## src/hdl/sscf_pkg.sv

```systemverilog
package sscf_pkg;

    // Frame kinds carried on the op field.
    typedef enum logic [1:0] {
        OP_INIT    = 2'd0,
        OP_DISPLAY = 2'd1,
        OP_NUMBER  = 2'd2
    } op_t;

    // Command bytes.
    localparam logic [7:0] CMD_DATA_MODE  = 8'b0100_0000;
    localparam logic [7:0] CMD_DISPLAY    = 8'b1000_0000;
    localparam logic [7:0] CMD_ADDRESS    = 8'b1100_0000;
    localparam logic [7:0] DISPLAY_ON_BIT = 8'h08;
    localparam logic [7:0] POINT_BIT      = 8'h80;

    // Reciprocal constants for the digit split. Each one gives the exact quotient
    // over the range of values that reaches it.
    localparam logic [13:0] THOU_RECIP = 14'd8389;   // floor(n * 8389 / 2^23) = n / 1000
    localparam logic [13:0] THOUSAND   = 14'd1000;
    localparam logic [15:0] HUND_RECIP = 16'd41;     // floor(r * 41 / 2^12) = r / 100
    localparam logic [9:0]  HUNDRED    = 10'd100;
    localparam logic [14:0] TEN_RECIP  = 15'd205;    // floor(r * 205 / 2^11) = r / 10
    localparam logic [6:0]  TEN        = 7'd10;

    // Queue between the front and the back.
    localparam int QUEUE_AW    = 2;
    localparam int QUEUE_DEPTH = 1 << QUEUE_AW;

    // Byte positions within a number frame.
    typedef enum logic [2:0] {
        STEP_HEAD = 3'd0,
        STEP_THOU = 3'd1,
        STEP_HUND = 3'd2,
        STEP_TENS = 3'd3,
        STEP_ONES = 3'd4
    } step_t;

    // One classified command, as handed from the front to the back.
    typedef struct packed {
        logic       multi;      // number frame with four digit bytes after the head
        logic [7:0] head_byte;
        logic       point;
        logic [4:0] thou;       // may reach 16, which shows blank
        logic [3:0] hund;
        logic [3:0] tens;
        logic [3:0] ones;
    } cmd_t;

    localparam logic [7:0] SEG_TABLE [16] = '{
        8'b0011_1111, 8'b0000_0110, 8'b0101_1011, 8'b0100_1111,
        8'b0110_0110, 8'h6D, 8'h7D, 8'h07,
        8'h7F, 8'h6F, 8'h77, 8'h7C,
        8'h39, 8'h5E, 8'h79, 8'h71
    };

    // Segment pattern of a digit; anything above F is blank.
    function automatic logic [7:0] digit_segments(input logic [4:0] digit);
        logic [7:0] seg;
        if (digit[4])
        begin
            seg = 8'h00;
        end
        else
        begin
            seg = SEG_TABLE[digit[3:0]];
        end
        return seg;
    endfunction

endpackage

```

## src/hdl/sscf_front.sv

```systemverilog
module sscf_front (
    input  logic               clk,
    input  logic               rst_n,
    input  logic               push,
    output logic               full,
    input  logic [1:0]         op,
    input  logic [13:0]        number,
    input  logic               point_on,
    input  logic               display_on,
    input  logic [2:0]         brightness,
    output logic               cmd_push,
    output sscf_pkg::cmd_t     cmd,
    input  logic               queue_full
);
    import sscf_pkg::*;

    typedef struct packed {
        logic        multi;
        logic [7:0]  head_byte;
        logic        point;
        logic [13:0] number;
        logic [4:0]  thou;
        logic [9:0]  rest;
        logic [3:0]  hund;
        logic [6:0]  rem2;
        logic [3:0]  tens;
        logic [3:0]  ones;
    } stage_t;

    localparam int STAGES = 7;

    logic [STAGES-1:0] valid_reg;
    stage_t            s0_reg, s1_reg, s2_reg, s3_reg, s4_reg, s5_reg, s6_reg;
    stage_t            s0_next, s1_next, s2_next, s3_next, s4_next, s5_next, s6_next;
    logic              advance;
    logic              in_ok;
    logic [27:0]       prod1;
    logic [13:0]       diff2;
    logic [15:0]       prod3;
    logic [9:0]        diff4;
    logic [14:0]       prod5;
    logic [6:0]        diff6;

    // All stages move together unless the last one holds a word the queue cannot take.
    assign advance  = !valid_reg[STAGES-1] || !queue_full;
    assign full     = !advance;
    assign cmd_push = valid_reg[STAGES-1] && !queue_full;

    always_comb
    begin
        s0_next        = '0;
        s0_next.number = number;
        s0_next.point  = point_on;
        in_ok          = push && advance;
        case (op)
            OP_INIT:
            begin
                s0_next.head_byte = CMD_DATA_MODE;
            end
            OP_DISPLAY:
            begin
                s0_next.head_byte = CMD_DISPLAY | (display_on ? DISPLAY_ON_BIT : 8'h00)
                                    | {5'b0, brightness};
            end
            OP_NUMBER:
            begin
                s0_next.head_byte = CMD_ADDRESS;
                s0_next.multi     = 1'b1;
            end
            default:
            begin
                // The unused code produces no frame at all.
                in_ok = 1'b0;
            end
        endcase
    end

    always_comb
    begin
        prod1 = 28'(s0_reg.number) * 28'(THOU_RECIP);
        s1_next = s0_reg;
        s1_next.thou = prod1[27:23];

        diff2 = s1_reg.number - 14'(14'(s1_reg.thou) * THOUSAND);
        s2_next = s1_reg;
        s2_next.rest = diff2[9:0];

        prod3 = 16'(s2_reg.rest) * HUND_RECIP;
        s3_next = s2_reg;
        s3_next.hund = prod3[15:12];

        diff4 = s3_reg.rest - 10'(10'(s3_reg.hund) * HUNDRED);
        s4_next = s3_reg;
        s4_next.rem2 = diff4[6:0];

        prod5 = 15'(s4_reg.rem2) * TEN_RECIP;
        s5_next = s4_reg;
        s5_next.tens = prod5[14:11];

        diff6 = s5_reg.rem2 - 7'(7'(s5_reg.tens) * TEN);
        s6_next = s5_reg;
        s6_next.ones = diff6[3:0];
    end

    always_ff @(posedge clk or negedge rst_n)
    begin
        if (!rst_n)
        begin
            valid_reg <= '0;
        end
        else if (advance)
        begin
            valid_reg <= {valid_reg[STAGES-2:0], in_ok};
        end
    end

    always_ff @(posedge clk)
    begin
        if (advance)
        begin
            s0_reg <= s0_next;
            s1_reg <= s1_next;
            s2_reg <= s2_next;
            s3_reg <= s3_next;
            s4_reg <= s4_next;
            s5_reg <= s5_next;
            s6_reg <= s6_next;
        end
    end

    always_comb
    begin
        cmd.multi     = s6_reg.multi;
        cmd.head_byte = s6_reg.head_byte;
        cmd.point     = s6_reg.point;
        cmd.thou      = s6_reg.thou;
        cmd.hund      = s6_reg.hund;
        cmd.tens      = s6_reg.tens;
        cmd.ones      = s6_reg.ones;
    end

endmodule

```

## src/hdl/sscf_queue.sv

```systemverilog
module sscf_queue (
    input  logic           clk,
    input  logic           rst_n,
    input  logic           wr_en,
    input  sscf_pkg::cmd_t wr_data,
    output logic           full,
    input  logic           rd_en,
    output logic           not_empty,
    output sscf_pkg::cmd_t rd_data
);
    import sscf_pkg::*;

    cmd_t                entries_reg [QUEUE_DEPTH];
    logic [QUEUE_AW-1:0] wr_ptr_reg, wr_ptr_next;
    logic [QUEUE_AW-1:0] rd_ptr_reg, rd_ptr_next;
    logic [QUEUE_AW:0]   count_reg, count_next;
    logic                do_wr, do_rd;

    assign full      = (count_reg == (QUEUE_AW+1)'(QUEUE_DEPTH));
    assign not_empty = (count_reg != '0);
    assign do_wr     = wr_en && !full;
    assign do_rd     = rd_en && not_empty;
    assign rd_data   = entries_reg[rd_ptr_reg];

    always_comb
    begin
        wr_ptr_next = do_wr ? wr_ptr_reg + 1'b1 : wr_ptr_reg;
        rd_ptr_next = do_rd ? rd_ptr_reg + 1'b1 : rd_ptr_reg;
        count_next  = count_reg;
        if (do_wr && !do_rd)
        begin
            count_next = count_reg + 1'b1;
        end
        else if (do_rd && !do_wr)
        begin
            count_next = count_reg - 1'b1;
        end
    end

    always_ff @(posedge clk or negedge rst_n)
    begin
        if (!rst_n)
        begin
            wr_ptr_reg <= '0;
            rd_ptr_reg <= '0;
            count_reg  <= '0;
        end
        else
        begin
            wr_ptr_reg <= wr_ptr_next;
            rd_ptr_reg <= rd_ptr_next;
            count_reg  <= count_next;
        end
    end

    always_ff @(posedge clk)
    begin
        if (do_wr)
        begin
            entries_reg[wr_ptr_reg] <= wr_data;
        end
    end

endmodule

```

## src/hdl/sscf_back.sv

```systemverilog
module sscf_back (
    input  logic           clk,
    input  logic           rst_n,
    input  logic           cmd_valid,
    input  sscf_pkg::cmd_t cmd,
    output logic           cmd_pop,
    output logic           empty,
    input  logic           pop,
    output logic [7:0]     frame_byte,
    output logic           frame_first,
    output logic           last
);
    import sscf_pkg::*;

    step_t      step_reg, step_next;
    logic       out_valid_reg, out_valid_next;
    logic [7:0] byte_reg;
    logic       first_reg;
    logic       last_reg;
    logic       load;
    logic [7:0] byte_sel;
    logic [7:0] point_mask;
    logic       is_last;

    assign empty       = !out_valid_reg;
    assign frame_byte  = byte_reg;
    assign frame_first = first_reg;
    assign last        = last_reg;

    // A new byte enters the output register whenever a command waits and the register is free or being taken.
    assign load    = cmd_valid && (!out_valid_reg || pop);
    assign is_last = !cmd.multi || (step_reg == STEP_ONES);
    assign cmd_pop = load && is_last;

    always_comb
    begin
        point_mask = cmd.point ? POINT_BIT : 8'h00;
        case (step_reg)
            STEP_HEAD: byte_sel = cmd.head_byte;
            STEP_THOU: byte_sel = digit_segments(cmd.thou) | point_mask;
            STEP_HUND: byte_sel = digit_segments({1'b0, cmd.hund}) | point_mask;
            STEP_TENS: byte_sel = digit_segments({1'b0, cmd.tens}) | point_mask;
            default:   byte_sel = digit_segments({1'b0, cmd.ones}) | point_mask;
        endcase

        step_next      = step_reg;
        out_valid_next = out_valid_reg && !pop;
        if (load)
        begin
            out_valid_next = 1'b1;
            step_next      = is_last ? STEP_HEAD : step_t'(step_reg + 3'd1);
        end
    end

    always_ff @(posedge clk or negedge rst_n)
    begin
        if (!rst_n)
        begin
            step_reg      <= STEP_HEAD;
            out_valid_reg <= 1'b0;
        end
        else
        begin
            step_reg      <= step_next;
            out_valid_reg <= out_valid_next;
        end
    end

    always_ff @(posedge clk)
    begin
        if (load)
        begin
            byte_reg  <= byte_sel;
            first_reg <= (step_reg == STEP_HEAD);
            last_reg  <= is_last;
        end
    end

endmodule

```

## src/hdl/seven_segment_command_frame_encoder_unit.sv

```systemverilog
// Channel   Handshake            Ports
// -------   ------------------   -----------------------------------------------
// command   push / full          op, number, point_on, display_on, brightness
// bytes     empty / pop          frame_byte, frame_first, last
//
// A command word can enter on every cycle that full is low; it passes through the
// digit-split pipeline and then waits in a four-entry queue.
// The byte sequencer sends one byte per cycle while pop is high: one for an init or
// display command and five for a write-number command, so a stream of write-number
// commands is paced by their five bytes through the single output register.
// Reset clears the pipeline valid bits, the queue pointers, the byte counter and the
// output flag; no byte is waiting afterward.
// When pop stays low the output byte holds, the queue fills, the pipeline stops, and
// full rises; an op code of three is taken and dropped without any byte.
module seven_segment_command_frame_encoder_unit (
    input  logic        clk,
    input  logic        rst_n,
    input  logic        push,
    output logic        full,
    input  logic [1:0]  op,
    input  logic [13:0] number,
    input  logic        point_on,
    input  logic        display_on,
    input  logic [2:0]  brightness,
    output logic        empty,
    input  logic        pop,
    output logic [7:0]  frame_byte,
    output logic        frame_first,
    output logic        last
);
    import sscf_pkg::*;

    // Classified command leaving the front pipeline.
    cmd_t front_cmd;
    logic front_push;
    logic queue_full;

    // Head of the queue as seen by the sequencer.
    cmd_t head_cmd;
    logic head_valid;
    logic head_pop;

    // The front splits the number into decimal digits by reciprocal multiplies and
    // back-subtraction, and turns the other commands into their single byte.
    sscf_front u_front (
        .clk        (clk),
        .rst_n      (rst_n),
        .push       (push),
        .full       (full),
        .op         (op),
        .number     (number),
        .point_on   (point_on),
        .display_on (display_on),
        .brightness (brightness),
        .cmd_push   (front_push),
        .cmd        (front_cmd),
        .queue_full (queue_full)
    );

    // The queue lets the front keep accepting while the sequencer works through a frame.
    sscf_queue u_queue (
        .clk       (clk),
        .rst_n     (rst_n),
        .wr_en     (front_push),
        .wr_data   (front_cmd),
        .full      (queue_full),
        .rd_en     (head_pop),
        .not_empty (head_valid),
        .rd_data   (head_cmd)
    );

    // The sequencer walks each command byte by byte, looks up the segment patterns, and
    // marks the first and final byte of every frame.
    sscf_back u_back (
        .clk         (clk),
        .rst_n       (rst_n),
        .cmd_valid   (head_valid),
        .cmd         (head_cmd),
        .cmd_pop     (head_pop),
        .empty       (empty),
        .pop         (pop),
        .frame_byte  (frame_byte),
        .frame_first (frame_first),
        .last        (last)
    );

endmodule

```

## config.mk

```make
export PLATFORM = sky130hd
export DESIGN_NAME = seven_segment_command_frame_encoder_unit
export DESIGN_NICKNAME = d
export VERILOG_FILES = /design/src/hdl/sscf_pkg.sv /design/src/hdl/sscf_front.sv /design/src/hdl/sscf_queue.sv /design/src/hdl/sscf_back.sv /design/src/hdl/seven_segment_command_frame_encoder_unit.sv
export SDC_FILE = /design/constraint.sdc
export NUM_CORES = 1
export LEC_CHECK = 0
export ABC_AREA = 1
export BUFFER_PORTS_ARGS = -buffer_cell sky130_fd_sc_hd__buf_4
export CAP_MARGIN = 20
export CORE_MARGIN = 5
export CORE_UTILIZATION = 50
export DETAILED_ROUTE_END_ITERATION = 10
export PLACE_DENSITY = 0.79
export SLEW_MARGIN = 30
export SYNTH_ARGS = -nofsm -noshare
export SYNTH_HDL_FRONTEND = slang
export SYNTH_SLANG_ARGS = --single-unit
```

## constraint.sdc

```tcl
create_clock -name clk -period 6.1 [get_ports clk]
set_clock_uncertainty 0.2 [all_clocks]
set_input_delay 0 -clock clk [delete_from_list [all_inputs] [get_ports clk]]
set_output_delay 0 -clock clk [all_outputs]
set_load 0.02 [all_outputs]
```

==> results summary, run 1 <==
The final layout contains routed wiring with a total length of 29400 um. The buffer depth of the longest clock path is 3. The synthesized-area fraction occupied by and/or/nand/nor cells came out at a little over an eighth. The worst reg2reg path endpoint is u_front.s1_reg[32]. The startpoint identified for the worst register-to-register timing path is u_front.s0_reg[40]. The filler cells instantiated in the layout total 2641.

Global routing consumed, over all layers together, 16.6% of the routing resources. Counting buffers and inverters, the worst setup path is 16 cells deep. The total via count in the routed design came out at 10300. On the critical path the largest part of the delay comes from adder cells.

After synthesis, the cell types taking the most area are edfxtp_1, ha_1, nand2_1, fa_1, inv_1. Traced cell by cell, the critical path runs through ha_1 > ha_1 > ha_1 > ha_1 > fa_1 > inv_1 > fa_1 > inv_1 > ha_1 > a21oi_1 > o21ai_0 > nand2_1 > nand3_1 > nand2_1 > nand3_1 > xor2_1. The count of final setup violators is 0. The number of enable-type register cells in the synthesized netlist came out at 276.

For this run, the post-layout net count is 1848. STA classifies the critical path startpoint as a flop. The first-pass GRT wire length came out at 50500 um. For this configuration, the core starts out at a cell density of between 50% and 60%. The capturing instance or port of the critical path is u_front.s1_reg[32]. The register-to-register path setup slack came out at 1.62 ns. The max-capacitance violation count came out at 0.

The cell sitting at the root of the clock tree is a clkbuf_16. The number of buffer cells added on primary ports came out at 36. The synthesized netlist devotes 21.5% of its cell area to adder and majority cells. The area of the die came out at roughly 37000 um^2. In this run the horizontal extent of the chip is 192 um. For this run, the leading register cell type out of synthesis is edfxtp_1. The most critical setup path has its startpoint at u_front.s0_reg[40]. The commonest cells after synthesis are nand2_1, edfxtp_1, ha_1, inv_1, nor2_1. The repair_antennas step left the layout with diodes totalling 0. The synthesized netlist devotes 1.86% of its cell area to XOR and XNOR gates. The number of placed I/O pins came out at 37.

Global routing used 2.31% of the available met3 tracks. The final hold violation count is 0. The register with the most flip-flops in the layout has 100 of them. The final core utilization is 57.8%. The total global routing overflow is 0. After synthesis, the largest area contributor takes up between 50% and 60% of total cell area.

The weighted congestion reported at the end of routability-driven placement is 0.856. The highest cell delay on the worst timing path is approximately 0.53 ns. The synthesis-to-layout area growth came out at 14.0%. The average detailed-routed wire length per instance is 14.5 um. The mean instance size in the synthesized netlist is around 11 um^2. The initial antenna violation count came to 0.

In the synthesized netlist, mux cells make up 0.0682% of the area. The count of mapped cells out of synthesis is 1459. The peak fanout along the critical path is 6. The area of the core came out at 32500 um^2. By area, the combinational part of the netlist is dominated by adder cells. Buffers added to address setup during post-CTS repair amount to 0. The sum of net half-perimeters after detailed placement came out at 20700 um. The floorplan has 66 rows.

In this run, the number of DRC markers left after iteration 0 of detailed routing was 570. For this run, global-route usage on met2 was measured as 29.6%. At the worst endpoint, the arrival time is around 4.6 ns.

Of the synthesized area, sequential elements account for 53.0%. The final number of max-transition violations is 0. The global routing stage identified its most utilized layer as met2. The routed design could run at a clock period as short as 4.48 ns. STA puts the critical path data required time at 6.18 ns. TritonCTS built the clock tree. The worst slew margin relative to its limit came out at 39.7%. The cell seen most often among critical-path stages is ha_1.

The critical path contains buffers and inverters numbering 2 combined. After the flow finishes, the layout carries non-filler instances totaling 2028. The worst setup path is captured at a flop. The most area-hungry cell type in the Yosys netlist is edfxtp_1. The post-synthesis async set-or-reset flop share is under 10%. The flow ran to the end, and the final reports show no timing, DRC or antenna violations. The final-layout setup total negative slack came out at 0 ns. Among all stages on the critical path, the largest delay is contributed by edfxtp_1. Setup repair after global routing left no endpoint under its margin. The remaining antenna violation count after routing came out at 0. The vertical die dimension is roughly 190 um. The kind of critical path is flop to flop. Clock latency on the worst-skew pair, taken at its later pin, is 0.55 ns. Yosys instantiated no cell more often than nand2_1. Timing would allow up to approximately 220 MHz.

The layout cell share with drive strength beyond 1 is 8.32%. The cell count after placement came out at 1925. The length of the first detailed-routing pass in iterations is 6.

In this run the worst hold path is classified as flop to flop. Counting cells, the worst reg-to-reg path comes to 16. The worst hold-check slack came out at ~0.19 ns. The portion of the clock cycle consumed by the worst path in the final layout came out at around three quarters.

The number of clock sinks seen by CTS is roughly 290. The vias per cell is 5.07. The via count of the first global-routing pass is 10500.

The depth of the CTS H-tree is 1. For the pin with the worst max-slew slack, the measured transition is 0.903 ns. The routing usage on met1 is 21.6%. The net count after synthesis is roughly 1700. The number of buffers inserted during clock tree synthesis came out at 28.

The number of distinct library cell variants in the gate-level netlist after synthesis is between 40 and 50. The number of synthesized register bits is 294. After clock tree synthesis, the clock-pin slew on the worst setup and hold paths is 0.07 ns. The number of remaining DRC errors came out at 0. The maximum number of pins on one net before global-route repair came out at 66. The cell area that synthesis handed to floorplanning was approximately 17000 um^2. The yosys synthesis warning count came out at 0. The compound-cell area share of the yosys netlist came out at 4.89%.
cells in the final DEF, fill, tap and decap left out, types with 14 or more instances in the layout:
master and n:
nor2_1 91, dfrtp_1 18, edfxtp_1 276, o21ai_1 14
xnor2_1 15, nand3_1 91, fa_1 41, nand2_1 280
clkbuf_16 28, a21oi_1 40, o21ai_0 45, dlygate4sd3_1 51
ha_1 218, inv_1 196, xor2_1 20, buf_4 41
routing by layer:
layer  wire, um  part of all wire [%]  vias up
met1      12700                    43     4891
met2      15100                    51      177
met5          0                     0        -
li1           -                     -     5178
met3       1050                   3.6       46
met4        609                   2.1        0
logic make-up after synthesis:
| kind of cell | Yosys count |
|---|---|
| AOI/OAI and AO/OA | 140 |
| DFF | 294 |
| and+or+nand+nor | 508 |
| buffers and inverters | 222 |
| adders and majority gates | 259 |
| xor gates and xnor gates | 35 |
| muxes | 1 |
worst min-delay path by stage:
stage / start / slack, ns / endpoint / cells after the start
floorplan: rst_n / -0.50 / u_back.out_valid_reg / 0
global placement: rst_n / -0.32 / u_queue.count_reg[1] / 1
detailed placement: rst_n / -0.32 / u_back.out_valid_reg / 1
CTS: u_front.s3_reg[31] / 0.19 / u_front.s4_reg[31] / 0
global route: u_front.s3_reg[32] / 0.20 / u_front.s4_reg[32] / 0
finish: u_front.s3_reg[32] / 0.19 / u_front.s4_reg[32] / 0
area by class of cell:
| class | count | area, um^2 | area share (%) |
|---|---|---|---|
| flip-flops and latches | 294 | 8740 | 46.5 |
| multi-input cells | 943 | 6890 | 36.6 |
| repair buffers | 92 | 818 | 4.35 |
| inverters | 205 | 772 | 4.10 |
| clock buffers | 28 | 701 | 3.73 |
| well taps | 442 | 553 | 2.94 |
| clock inverters | 24 | 334 | 1.78 |
worst reg2reg max path: cells and delay by family, from the launching register on:
family                     cells  cell delay (ns)
xor gates and xnor gates       1             0.16
adders and majority gates      7             2.63
DFF                            1             0.53
AOI/OAI and AO/OA              2             0.32
buffers and inverters          2             0.10
and+or+nand+nor                4             0.29
what timing repair did:
action / 4_1_cts / 5_1_grt
hold endpoints to repair: 57 / 0
hold buffers: 51 / 0
gates resized for setup: 0 / 0
through the flow:
stage | area [um^2] | setup slack (ns)
CTS | 18800 | 1.63
floorplan | 16500 | 1.54
global route | 18800 | 1.39
detailed placement | 17300 | 1.63
finish | 18800 | 1.62
global placement | 17300 | 1.67
Power of run 1 is left out: the tool's default activity adds up to more than one toggle a clock period on the data nets, which glitch-free logic cannot reach.
==> inputs of run 2 (changes only) <==
==> constraint.sdc (replaced) <==
create_clock -name clk -period 3.6 [get_ports clk]
set_clock_uncertainty 0.2 [all_clocks]
set_input_delay 0 -clock clk [delete_from_list [all_inputs] [get_ports clk]]
set_output_delay 0 -clock clk [all_outputs]
set_load 0.02 [all_outputs]
==> run 2 against run 1 <==
Net effect: the flow now finishes with violations (setup timing); critical path depth unchanged; register-to-register slack lost 2.0 ns; die area stayed put; first-iteration DRC count rose by 5.6%; final cell count increased by 4.0%; sequential cell count stayed put; via count grew 4.5%; count of clock-buffer cells in the layout rose by 9; core utilization increased by 4.2 points; non-clock buffer count rose by 76; final area rose by 7.3%; maximum frequency grew 11%; highest routed layer unchanged.
==> results summary, run 2 (same netlist as run 1, synthesis figures left out) <==
The final number of max-transition violations came out at 0 (unchanged). The sum of net half-perimeters after detailed placement came out at 21900 um (was 20700 um). The CTS tree is built (unchanged). The setup slack of the critical path after layout came out at -0.427 ns (was 1.62 ns). The layout cell share with drive strength beyond 1 came out at 19.0% (was 8.32%). The kind of critical path is flop to flop (unchanged). The peak fanout along the critical path came out at 5 (was 6).

The most frequent standard cell in the layout excluding fill and tap cells is edfxtp_1 (was nand2_1). The remaining antenna violation count after routing is 0 (unchanged). The initial antenna violation count came out at 0 (unchanged).

The buffer depth of the longest clock path came out at 3 (unchanged). The number of placed I/O pins is 37 (unchanged). The via count of the first global-routing pass was 11000 (was 10500). The worst slew margin relative to its limit came out at 40.4% (was 39.7%). The length of the first detailed-routing pass in iterations is 5 (was 6).

The hold path depth is 3 (was 0). The area of the die is 36700 um^2 (unchanged). The count of routing violations after the opening detailed-route iteration was 602 (was 570). The total via count in the routed design is 10800 (was 10300). The worst reg2reg path endpoint is u_front.s1_reg[31] (was u_front.s1_reg[32]).

The net count of the finished layout is 1926 (was 1848). The final hold violation count is 0 (unchanged). The critical path data required time is 3.72 ns (was 6.18 ns).

The vertical die dimension is 192 um (unchanged). The effective utilization at floorplan was 50.7% (unchanged). The origin of the worst setup path was u_front.s0_reg[41] (was u_front.s0_reg[40]). The path depth of the worst reg2reg path was 16 (unchanged). RSZ-0062 raised after global routing: true (was false). The flip-flop count of the largest register, all copies and words added is 100 (unchanged).

The number of remaining DRC errors was 0 (unchanged). The portion of the clock cycle consumed by the worst path in the final layout was 112% (was 73.4%). The number of buffers inserted during clock tree synthesis is 30 (was 28). The width of the die is 192 um (unchanged). The worst hold path endpoint is u_back.out_valid_reg (was u_front.s4_reg[32]). The clock latency of the later-clocked register in the worst-skew pair came to 0.56 ns (was 0.55 ns). The peak clock frequency supported by timing is 248 MHz (was 223 MHz). Outcome: finished, violations left (was finished, final reports clean). The cell chosen for the clock root is clkbuf_16 (unchanged). The max-capacitance violation count is 0 (unchanged). The critical path launch point type is a flop (unchanged). The worst path arrival time is 4.14 ns (was 4.56 ns). The number of buffer cells added on primary ports is 36 (unchanged). The startpoint of the lowest-slack register-to-register path is u_front.s0_reg[41] (was u_front.s0_reg[40]). The depth of the CTS H-tree is 1 (unchanged). The slew at the pin with the worst max-slew slack was 0.892 ns (was 0.903 ns). The checks that failed: setup timing. The average detailed-routed wire length per instance is 15.5 um (was 14.5 um). The worst min-delay path class was input port to flop (was flop to flop). The maximum number of pins on one net before global-route repair is 52 (was 66).

The clock-pin slew reported for the worst setup and hold paths after clock tree synthesis was 0.06 ns (was 0.07 ns). The count of final setup violators came out at 5 (was 0). The weighted congestion reported at the end of routability-driven placement came out at 0.862 (was 0.856). The row count came out at 66 (unchanged).

The total length of routed wires is 32800 um (was 29400 um). The total routing resource utilization after global routing is 17.3% (was 16.6%). The first-pass GRT wire length is 51800 um (was 50500 um). The launch instance of the worst min-delay path is pop (was u_front.s3_reg[32]). The nature of the critical path endpoint is a flop (unchanged).

The area of the core came out at 32500 um^2 (unchanged). The register-to-register path setup slack came out at -0.43 ns (was 1.62 ns). The total global routing overflow came out at 0 (unchanged). The synthesis-to-layout area growth is 22.3% (was 14.0%). The vias per cell came out at 5.10 (was 5.07). Commonest cells after routing, fill and taps aside: edfxtp_1, nand2_1, inv_1, ha_1, buf_4 (was nand2_1, edfxtp_1, ha_1, inv_1).

The minimum period implied by the final worst setup slack is 4.03 ns (was 4.48 ns). The post-placement setup slack is -0.487 ns (was 1.63 ns). The number of clock sinks seen by CTS is 294 (unchanged).
[run 2: cell type report]
class / count / area (um^2)
well taps: 442 / 553
fillers: 2459 / 12400
multi-input cells: 943 / 7760
flip-flops and latches: 294 / 8740
clock inverters: 19 / 144
clock buffers: 37 / 797
inverters: 205 / 772
repair buffers: 168 / 1420
diodes: 1 / 2.50
[run 2: worst max path at each step]
| stage | endpoint | slack [ns] | cells past startpoint |
|---|---|---|---|
| global placement | u_front.s1_reg[32] | -0.40 | 16 |
| finish | u_front.s1_reg[31] | -0.43 | 16 |
| detailed placement | u_front.s1_reg[32] | -0.49 | 16 |
| global route | u_front.s1_reg[29] | -0.56 | 16 |
| CTS | u_front.s1_reg[31] | -0.39 | 17 |
| floorplan | u_front.s1_reg[32] | -0.32 | 16 |
[run 2: stage by stage]
step	std cells	instance area [um^2]	util (%)	hold WS (ns)	setup TNS [ns]
4_1_cts	2092	19600	60.1	0.00456	-1.91
3_5_place_dp	1974	17900	55.1	-0.307	-2.43
2_1_floorplan	1459	16800	-	-0.496	-1.42
5_1_grt	2108	20200	62.0	0.0244	-2.74
3_3_place_gp	1974	17900	55.1	-0.321	-1.98
6_report	2109	20200	62.0	0.0297	-2.07
[run 2: worst max-delay path: stages, from the launching register on]
cell and delay, ns:
edfxtp_1 0.52, ha_4 0.35, ha_4 0.21, ha_4 0.26, inv_2 0.03, fa_1 0.49, inv_2 0.04, fa_1 0.49
ha_4 0.30, ha_4 0.21, a21o_1 0.22, nand3_2 0.09, nand3_2 0.06, nand2_1 0.06, nand3_1 0.08, nor2_1 0.11
nor2_1 0.04
[run 2: layer usage]
metal	vias up	global-route usage [%]	share of wire (%)
met4	0	4.42	2.6
met1	5171	20.8	40
li1	5347	-	-
met2	187	32.5	54
met5	-	0	0
met3	54	2.34	3.4
[run 2: repair_timing]
action / CTS / global route
cloned: 0 / 0
setup endpoints to repair: 7 / 10
buffers inserted: 12 / 15
endpoints found under the hold margin: 57 / 18
pin swaps: 27 / 73
hold buffers: 50 / 1
resized for setup: 17 / 78
Power of run 2 is left out for the same reason.
